**src/cdg3_pkg.sv**
```systemverilog
package cdg3_pkg;

  localparam int unsigned DiffBits = 17;
  localparam int unsigned MagBits  = 17;
  localparam int unsigned SumBits  = 34;

  typedef logic signed [DiffBits-1:0] diff_t;
  typedef logic [MagBits-1:0]         mag_t;

  // Register indexes on the configuration port.
  localparam logic [1:0] RegSizeX = 2'd0;
  localparam logic [1:0] RegSizeY = 2'd1;
  localparam logic [1:0] RegSizeZ = 2'd2;

  // One gradient job handed from the stencil sequencer to the root unit.
  typedef struct packed {
    diff_t dx;
    diff_t dy;
    diff_t dz;
    logic  done;
  } grad_t;

  // Sequencer states.
  typedef enum logic [6:0] {
    StIdle  = 7'b0000001,
    StRd0   = 7'b0000010,
    StRd1   = 7'b0000100,
    StRd2   = 7'b0001000,
    StRd3   = 7'b0010000,
    StWrite = 7'b0100000,
    StPush  = 7'b1000000
  } seq_state_e;

endpackage

```
**src/cdg3_mag.sv**
```systemverilog
// Sums the three squares in turn, then a bit-pair-per-cycle square root.
// Emits result items through a two-entry output queue with running extremes.
module cdg3_mag (
  input  logic            clk_i,
  input  logic            rst_ni,
  input  logic            clr_i,
  input  logic            job_valid_i,
  input  cdg3_pkg::grad_t job_i,
  output logic            busy_o,
  output logic            out_valid_o,
  input  logic            out_stall_i,
  output cdg3_pkg::diff_t out_dx_o,
  output cdg3_pkg::diff_t out_dy_o,
  output cdg3_pkg::diff_t out_dz_o,
  output cdg3_pkg::mag_t  out_mag_o,
  output cdg3_pkg::mag_t  out_min_o,
  output cdg3_pkg::mag_t  out_max_o,
  output logic            out_done_o
);

  localparam int unsigned SB = cdg3_pkg::SumBits;
  localparam int unsigned RB = cdg3_pkg::MagBits + 1;
  localparam int unsigned DB = cdg3_pkg::DiffBits;

  typedef struct packed {
    cdg3_pkg::grad_t g;
    cdg3_pkg::mag_t  mag;
    cdg3_pkg::mag_t  mn;
    cdg3_pkg::mag_t  mx;
  } res_t;

  cdg3_pkg::grad_t job_q;
  logic            act_q, act_d;
  logic [1:0]      sq_q, sq_d;
  logic [4:0]      it_q, it_d;
  logic [SB-1:0]   rem_q, rem_d;
  logic [RB-1:0]   root_q, root_d;
  logic [SB-1:0]   sum_q, sum_d;
  logic [SB-1:0]   prod;
  cdg3_pkg::diff_t opnd;
  logic [DB-1:0]   aop;
  cdg3_pkg::mag_t  min_q, max_q;
  res_t            fifo_q [2];
  logic [1:0]      cnt_q;
  logic            rd_q;
  logic            push, pop;
  res_t            nr;
  logic [SB+1:0]   trial;
  logic [SB+1:0]   remsh;
  cdg3_pkg::mag_t  nmag;

  always_comb begin
    case (sq_q)
      2'd0:    opnd = job_q.dx;
      2'd1:    opnd = job_q.dy;
      default: opnd = job_q.dz;
    endcase
  end
  // Square the magnitude: a 17 by 17 bit product.
  assign aop  = opnd[DB-1] ? -opnd : opnd;
  assign prod = SB'(aop) * SB'(aop);

  // Restoring root: bring in two bits of the sum each cycle.
  assign remsh = {rem_q, sum_q[SB-1 -: 2]};
  assign trial = {(SB+2-RB-2)'(0), root_q, 2'b01};

  always_comb begin
    act_d  = act_q;
    sq_d   = sq_q;
    it_d   = it_q;
    rem_d  = rem_q;
    root_d = root_q;
    sum_d  = sum_q;
    push   = 1'b0;
    if (job_valid_i) begin
      act_d = 1'b1;
      sq_d  = 2'd0;
      it_d  = '0;
      sum_d = '0;
      rem_d = '0;
      root_d = '0;
    end else if (act_q) begin
      if (sq_q != 2'd3) begin
        sum_d = sum_q + prod;
        sq_d  = sq_q + 2'd1;
      end else begin
        sum_d = {sum_q[SB-3:0], 2'b00};
        if (remsh >= trial) begin
          rem_d  = SB'(remsh - trial);
          root_d = {root_q[RB-2:0], 1'b1};
        end else begin
          rem_d  = SB'(remsh);
          root_d = {root_q[RB-2:0], 1'b0};
        end
        it_d = it_q + 5'd1;
        if (it_q == 5'(SB/2 - 1)) begin
          act_d = 1'b0;
          push  = 1'b1;
        end
      end
    end
  end

  assign nmag = cdg3_pkg::MagBits'(root_d);
  always_comb begin
    nr.g   = job_q;
    nr.mag = nmag;
    nr.mn  = (nmag < min_q) ? nmag : min_q;
    nr.mx  = (nmag > max_q) ? nmag : max_q;
  end

  assign pop         = out_valid_o && !out_stall_i;
  assign out_valid_o = cnt_q != 2'd0;

  always_ff @(posedge clk_i or negedge rst_ni) begin
    if (!rst_ni) begin
      act_q <= 1'b0;
      sq_q  <= '0;
      it_q  <= '0;
      cnt_q <= '0;
      rd_q  <= 1'b0;
      min_q <= '1;
      max_q <= '0;
    end else begin
      act_q <= act_d;
      sq_q  <= sq_d;
      it_q  <= it_d;
      if (clr_i) begin
        min_q <= '1;
        max_q <= '0;
      end else if (push) begin
        if (job_q.done) begin
          min_q <= '1;
          max_q <= '0;
        end else begin
          min_q <= nr.mn;
          max_q <= nr.mx;
        end
      end
      if (push) begin
        fifo_q[rd_q ^ (cnt_q == 2'd1)] <= nr;
      end
      if (pop) begin
        rd_q <= ~rd_q;
      end
      cnt_q <= cnt_q + {1'b0, push} - {1'b0, pop};
    end
  end

  always_ff @(posedge clk_i) begin
    rem_q  <= rem_d;
    root_q <= root_d;
    sum_q  <= sum_d;
    if (job_valid_i) begin
      job_q <= job_i;
    end
  end

  assign busy_o     = act_q || cnt_q == 2'd2 || (cnt_q == 2'd1 && !pop);
  assign out_dx_o   = fifo_q[rd_q].g.dx;
  assign out_dy_o   = fifo_q[rd_q].g.dy;
  assign out_dz_o   = fifo_q[rd_q].g.dz;
  assign out_mag_o  = fifo_q[rd_q].mag;
  assign out_min_o  = fifo_q[rd_q].mn;
  assign out_max_o  = fifo_q[rd_q].mx;
  assign out_done_o = fifo_q[rd_q].g.done;

endmodule

```
**config.mk**
```make
export PLATFORM = sky130hd
export DESIGN_NAME = cdg3_mag
export DESIGN_NICKNAME = d
export VERILOG_FILES = /design/src/cdg3_pkg.sv /design/src/cdg3_mag.sv
export SDC_FILE = /design/constraint.sdc
export NUM_CORES = 1
export LEC_CHECK = 0
export BUFFER_PORTS_ARGS = -buffer_cell sky130_fd_sc_hd__buf_2
export CAP_MARGIN = 30
export CORE_ASPECT_RATIO = 0.7
export CORE_UTILIZATION = 63
export DETAILED_ROUTE_END_ITERATION = 16
export PLACE_DENSITY = 0.79
export SLEW_MARGIN = 20
export SYNTH_ARGS = -nofsm -noshare
export SYNTH_HDL_FRONTEND = slang
export SYNTH_SLANG_ARGS = --single-unit
```
**constraint.sdc**
```tcl
create_clock -name clk_i -period 11.5 [get_ports clk_i]
set_clock_uncertainty 0.15 [all_clocks]
set_input_delay 1.15 -clock clk_i [delete_from_list [all_inputs] [get_ports clk_i]]
set_output_delay 1.15 -clock clk_i [all_outputs]
set_load 0.01 [all_outputs]
```
==> results of run 1 <==
## synthesized netlist by cell type, types with 16 or more instances
master | number | area share [%]
a211oi_1 | 47 | 1.3
a21o_1 | 37 | 1.0
a21oi_1 | 99 | 1.9
a221o_1 | 19 | 0.71
a22o_1 | 18 | 0.59
a311oi_1 | 19 | 0.62
and3_1 | 26 | 0.61
clkbuf_1 | 71 | 1.0
dfrtp_1 | 28 | 2.6
dfstp_2 | 17 | 1.7
dfxtp_1 | 86 | 6.4
edfxtp_1 | 258 | 29
fa_1 | 224 | 17
ha_1 | 167 | 7.8
inv_1 | 442 | 6.2
mux2_2 | 105 | 4.4
mux2i_1 | 21 | 0.79
nand2_1 | 192 | 2.7
nand3_1 | 17 | 0.32
nor2_1 | 175 | 2.5
nor2b_1 | 16 | 0.37
nor3_1 | 28 | 0.52
nor4_1 | 19 | 0.44
o211ai_1 | 17 | 0.48
o21a_1 | 16 | 0.45
o21ai_0 | 74 | 1.4
xnor2_1 | 47 | 1.5
xor2_1 | 38 | 1.2
## worst max-delay path: cells and delay by family (launching register included)
kind                       cells  cell delay, ns
DFF                            1            0.44
AOI/OAI and AO/OA             10            2.53
adders and majority gates      8            4.16
xor gates and xnor gates       1            0.45
and+or+nand+nor                6            1.14
buffers and inverters          6            1.08
## how the worst min path moves through the flow
stage | from | to | slack, ns
floorplan | root_q[17]$_SDFFE_PP0P_ | root_q[17]$_SDFFE_PP0P_ | 0.29
global placement | root_q[17]$_SDFFE_PP0P_ | root_q[17]$_SDFFE_PP0P_ | 0.30
detailed placement | root_q[17]$_SDFFE_PP0P_ | root_q[17]$_SDFFE_PP0P_ | 0.31
CTS | root_q[17]$_SDFFE_PP0P_ | root_q[17]$_SDFFE_PP0P_ | 0.32
global route | root_q[17]$_SDFFE_PP0P_ | root_q[17]$_SDFFE_PP0P_ | 0.35
finish | root_q[17]$_SDFFE_PP0P_ | root_q[17]$_SDFFE_PP0P_ | 0.31
## metal layers
metal | wire (um) | global-route usage [%] | part of all wire, %
met5 | 0 | 0 | 0
met4 | 1280 | 6.55 | 1.9
met1 | 27800 | 45.7 | 42
met2 | 29700 | 47.4 | 45
met3 | 7000 | 7.50 | 11
## layout by cell type, fill, tap and decap left out, types with 14 or more instances in the layout
cell type  instances
xor2_1            38
edfxtp_1         258
buf_4             41
nor3_1            27
nand2_1          192
xnor2_1           47
dfstp_2           17
and3_1            25
nand4_1           14
a22o_1            18
a211oi_1          47
inv_1            442
nand3_1           17
fa_1             224
mux2_2           105
nor2_1           173
nor4_1            19
dfrtp_1           26
a21oi_1           99
ha_1             166
clkbuf_16         37
mux2i_1           21
a311oi_1          19
a221o_1           19
dfxtp_1           86
o211ai_1          17
o21a_1            16
nor2b_1           15
buf_2            160
a21o_1            37
o21ai_0           74
## layout make-up
type | count | area share [%]
Inverter | 450 | 5.73
Antenna cell | 1 | 0.00849
Sequential cell | 389 | 36.0
Timing Repair Buffer | 203 | 3.95
Clock buffer | 44 | 3.23
Multi-Input combinational cell | 1559 | 47.7
Clock inverter | 24 | 1.04
Tap cell | 544 | 2.31
## cell families (layout without fill, tap and decap cells)
| group | after synthesis | after routing |
|---|---|---|
| adders and majority gates | 391 | 391 |
| muxes | 126 | 126 |
| AOI/OAI and AO/OA | 407 | 407 |
| xor gates and xnor gates | 87 | 87 |
| other | 2 | 12 |
| and+or+nand+nor | 537 | 537 |
| DFF | 389 | 389 |
| buffers and inverters | 551 | 721 |
## state kept, by name, summed over array words and instances (netlist names)
name / count
sum_q: 34
fifo_q: 206
sq_q: 2
cnt_q: 2
min_q: 17
rem_q: 34
act_q: 1
max_q: 17
job_q: 52
it_q: 5
root_q: 18
rd_q: 1
## per-stage QoR
stage	hold WS, ns	cell area (sq um)	utilization (%)	setup slack [ns]	std cells
after floorplan	0.286	26800	-	2.83	2499
after global placement	0.298	28100	67.9	1.98	3142
after detailed placement	0.309	28200	68.1	1.71	3145
after CTS	0.318	29500	71.1	1.67	3213
after global routing	0.345	29500	71.1	1.00	3213
final	0.314	29500	71.2	1.50	3214
==> summary.txt, run 1 <==
Logic synthesis
  – Post-synth EDFFs: roughly 260
  – Synth Area in XOR/XNOR: roughly 2.9%
  – Yosys cell types: 83
  – Netlist Area Pre-Place: roughly 27000 sq um
  – Yosys reg bits: 389
  – Avg Cell Area, Syn: ~11 sq um
  – Compound-gate portion of the synthesized area: approximately 10%
  – Ys flop type: edfxtp_1
  – Largest family of logic cells by synthesized area: adder cells
  – Adder-Cell Fraction of Synth Area: between 20% and 30%
  – Sequential element share of the synthesized area: between 30% and 40%
  – Post-synthesis cell count: approximately 2500
  – Post-synthesis mux area share: approximately 5.2%
  – Synth async-reset ratio: between 10% and 20%
  – Synth warn: 0
  – Simple-gate share of the synthesized area: 9.23%

Floorplanning
  – Die H: roughly 170 um
  – Die area: approximately 43000 sq um
  – Initial Util: around 65%
  – Rows: 62
  – Die X: approximately 250 um
  – Core ar.: between 40000 and 50000 sq um
  – Top-Level Pins: approximately 160

STA
  – Fin crit period: 10.00 ns
  – Slew @ Worst Pin: roughly 0.89 ns
  – TNS Setup: 0 ns
  – Tcrit/Tclk final: 87.0%
  – Maximum achievable frequency: 100 MHz
  – Relative slew slack: 40.8%
  – Hold Fails Final Rpt: 0
  – # setup viols final: 0
  – RSZ-0062 raised after global routing: no
  – Final Slew Violations: 0

Global route
  – GRT Overall Usage: 31.2%
  – Largest net degree at the start of global routing: 76
  – Global route overflow: 0
  – First-pass GRT wire length: ~100000 um
  – Number of global-route vias before repair: 19100
  – Initial antenna violation count: 0

Worst setup path
  – Worst r2r dst: sum_q[29]$_SDFFE_PP0P_
  – FF-to-FF setup slack: about 1.5 ns
  – Crit-path slowest cell: ha_1
  – Crit path DAT: around 10 ns
  – CP startpoint: sq_q[0]$_DFFE_PN0P_
  – Crit. End Element: register
  – Max FO, Critical Path: 18
  – Most frequent cell on the critical path: fa_1
  – R2R Path Start: sq_q[0]$_DFFE_PN0P_
  – Worst setup endpoint: sum_q[29]$_SDFFE_PP0P_
  – Data required, critical path: 11.83 ns
  – Worst Reg-to-Reg Cells: 31
  – Slowest stage delay, CP: 0.74 ns
  – Startpoint Class: register
  – Kind of critical path: register to register

Detailed routing
  – Post-route ant nets: 0
  – Average wire per standard cell: 20.4 um
  – Vias: 19100
  – Vias per cell: about 6
  – DRT iter0 DRCs: approximately 1700
  – Post-Route WL: 65700 um
  – DRT Pass-1 Iters: 8
  – Remaining DRCs: 0

CTS
  – Clock Latency Late Sink: approximately 0.57 ns
  – Clk buf depth: 3
  – Post-cts sizing count: 0
  – CTS tree: yes
  – Post-CTS Setup Inserts: 0
  – Hold buffers post-CTS: 0
  – H-Tree Depth: 2
  – Cts bufs inserted: 37
  – Clock input transition at the sequential cells of the worst setup and hold paths: 0.08 ns
  – Root buf cell: clkbuf_16
  – Clock sink count: ~400

Placement
  – RePlAce Congestion: approximately 0.95
  – Detail Placement HPWL: 48900 um
  – Port bufs: between 150 and 200

Worst hold path
  – Hold Crit Class: register to register
  – Hold depth: 2

Final layout
  – Fillers: between 2000 and 3000
  – Area Overhead vs Synth: 10.3%
  – Register Area: 10600 sq um
  – Multi-input gate area: around 14000 sq um
  – Nets@finish: 3088
  – Layout cell share with drive strength beyond 1: 15.9%

Flow run
  – Total of max-cap violations: 0

Status
  – Status: finished, final reports clean
Power of run 1 is left out: the tool's default activity adds up to more than one toggle a clock period on the data nets, which glitch-free logic cannot reach.
==> run 2: changes to the inputs <==
--- a/config.mk
+++ b/config.mk
@@ -5,6 +5,7 @@
 export SDC_FILE = /design/constraint.sdc
 export NUM_CORES = 1
 export LEC_CHECK = 0
+export ABC_AREA = 1
 export BUFFER_PORTS_ARGS = -buffer_cell sky130_fd_sc_hd__buf_2
 export CAP_MARGIN = 30
 export CORE_ASPECT_RATIO = 0.7
==> run 2 against run 1 <==
Synthesized cell count up 24%. Global-route usage up 0.98 points. Routed wire length up 7.2%. Setup slack better by 0.41 ns. Sequential share of layout area down 0.72 points. Area after synthesis up 3.2%.
==> summary.txt, run 2 <==
Detailed routing
  – DRT iter0 DRCs: ~2100
  – Vias per cell: approximately 5.6
  – DRT Pass-1 Iters: 6
  – Post-route ant nets: 0
  – Remaining DRCs: 0
  – Vias: 21700
  – Post-Route WL: 70400 um
  – Average wire per standard cell: approximately 18 um

Worst setup path
  – Kind of critical path: register to register
  – Crit. End Element: register
  – Slowest stage delay, CP: between 0.8 and 0.9 ns
  – Crit-path slowest cell: and3_1
  – Max FO, Critical Path: 19
  – Most frequent cell on the critical path: inv_1
  – Crit path DAT: about 10 ns
  – Data required, critical path: 11.82 ns
  – Startpoint Class: register

Logic synthesis
  – Yosys top cell by area: edfxtp_1
  – Synth async-reset ratio: a little under an eighth
  – Yosys reg bits: 389
  – Post-synthesis cell count: 3100
  – Synth warn: 0
  – Sequential element share of the synthesized area: slightly below 40%
  – Synth top area cells: edfxtp_1 (28%), fa_1 (16%), nand2_1 (11%)
  – Synth top area share: between 20 and 30%
  – Netlist Area Pre-Place: 27600 sq um
  – Yosys cell types: 66
  – Post-synth EDFFs: between 200 and 300
  – Cell with the most instances after synthesis: nand2_1
  – Ys flop type: edfxtp_1
  – Commonest cells post-synth: nand2_1 (804), inv_1 (600), edfxtp_1 (258)
  – Avg Cell Area, Syn: roughly 8.9 sq um

Placement
  – Detail Placement HPWL: 53300 um
  – Port bufs: around 160
  – RePlAce Congestion: 1.02

Final layout
  – # diodes: 0
  – Area Overhead vs Synth: 9.02%
  – Final core occ: 70.4%
  – Flip-flop count of the largest register after layout: about 210
  – Most frequent cells in the layout: nand2_1 (804), inv_1 (600), edfxtp_1 (258), fa_1 (224), nor2_1 (185)
  – Most flop-heavy register: fifo_q
  – Commonest non-fill, non-tap cell in the layout: nand2_1
  – Top flop regs: fifo_q: 206 flops, job_q: 52 flops
  – Layout cell share with drive strength beyond 1: 11.0%
  – Nets@finish: 3700
  – Fillers: between 3000 and 4000

Global route
  – Initial antenna violation count: 0
  – First-pass GRT wire length: between 100000 and 150000 um
  – Global route overflow: 0
  – Largest net degree at the start of global routing: 68
  – Number of global-route vias before repair: between 20000 and 25000
  – GRT Overall Usage: 32.2%

CTS
  – Post-CTS Setup Inserts: 0
  – Clock input transition at the sequential cells of the worst setup and hold paths: 0.07 ns
  – Clk buf depth: 3
  – Cts bufs inserted: 37
  – H-Tree Depth: 2
  – Clock sink count: 389
  – Hold buffers post-CTS: 0
  – Root buf cell: clkbuf_16
  – CTS tree: yes
  – Post-cts sizing count: 0
  – Clock Latency Late Sink: roughly 0.55 ns

Status
  – Status: finished, final reports clean

STA
  – Hold Fails Final Rpt: 0
  – TNS Setup: 0 ns
  – Maximum achievable frequency: 104 MHz
  – Min Hold Slack: about 0.34 ns
  – RSZ-0062 raised after global routing: no
  – Tcrit/Tclk final: 83.4%
  – Final Slew Violations: 0
  – Fin crit period: ~9.6 ns
  – # setup viols final: 0
  – Relative slew slack: 30.8%
  – Slew @ Worst Pin: about 1.0 ns

Worst hold path
  – Hold Crit Class: register to register

Floorplanning
  – Initial Util: about 65%
  – Die X: 252 um
  – Core ar.: around 43000 sq um
  – Die area: 44600 sq um
  – Rows: between 60 and 70
  – Top-Level Pins: ~160
  – Die H: 177 um

Flow run
  – Total of max-cap violations: 0
## run 2: cell types whose count changed in the layout (fill, tap and decap cells not counted), sizes merged, moves of 28 or more
| cell | previous run | this run |
|---|---|---|
| xnor2 | 49 | 20 |
| inv | 450 | 624 |
| nand2 | 192 | 836 |
| o22ai | 4 | 44 |
| nor2 | 176 | 204 |
| a211oi | 47 | 2 |
| a21o | 38 | 9 |
| nand3 | 17 | 119 |
| mux2 | 105 | 0 |
## run 2: layout make-up
class	count	area [sq um]	share of cell area, %
clock buffer	45	976	3.25
tap	585	732	2.43
sequential	389	10600	35.3
clock inverter	22	131	0.437
multi-input combinational	2014	14300	47.4
timing repair buffer	183	993	3.30
inverter	627	2360	7.86
## run 2: critical path: cells and delay by family, from the launching register on
family,cells,cell delay [ns]
AOI/OAI and AO/OA,3,0.87
and+or+nand+nor,13,2.63
buffers and inverters,7,0.74
adders and majority gates,9,4.53
DFF,1,0.39
xor gates and xnor gates,1,0.18
## run 2: final timing paths
path | startpoint | end | slack (ns) | cells past startpoint
setup / recovery | sq_q[1]$_DFFE_PN0P_ | sum_q[21]$_SDFFE_PP0P_ | 1.91 | 33
hold / removal | root_q[17]$_SDFFE_PP0P_ | root_q[17]$_SDFFE_PP0P_ | 0.34 | 2
setup reg to reg | sq_q[1]$_DFFE_PN0P_ | sum_q[21]$_SDFFE_PP0P_ | 1.91 | 33
hold reg to reg | root_q[17]$_SDFFE_PP0P_ | root_q[17]$_SDFFE_PP0P_ | 0.34 | 2
max in group asynchronous | rst_ni | rd_q$_DFFE_PN0P_ | 10.15 | 2
min in group asynchronous | rst_ni | max_q[0]$_DFFE_PN0P_ | 0.57 | 2
## run 2: through the flow
stage	setup slack (ns)	cell area, sq um	cells
global route	1.51	30100	3865
detailed placement	2.16	29000	3797
floorplan	1.52	27600	3109
global placement	2.47	28900	3796
finish	1.91	30100	3865
CTS	2.10	30100	3864
## run 2: layer usage
metal / share of wire [%] / global-route usage [%] / vias to the layer above
met1: 42 / 46.3 / 10400
met2: 44 / 48.9 / 1096
met4: 2.6 / 9.39 / 0
li1: - / - / 10100
met5: 0 / 0 / -
met3: 11 / 7.35 / 148
## run 2: cells by family after synthesis
group / count (synthesis) / share of synthesized area [%]
buf+inv: 706 / 9.99
compound gates: 340 / 7.22
other cells: 2 / 0.0272
xor+xnor: 47 / 1.66
simple gates: 1225 / 18.8
fa+ha+maj: 391 / 23.8
flops: 389 / 38.5
Power of run 2 is left out for the same reason.
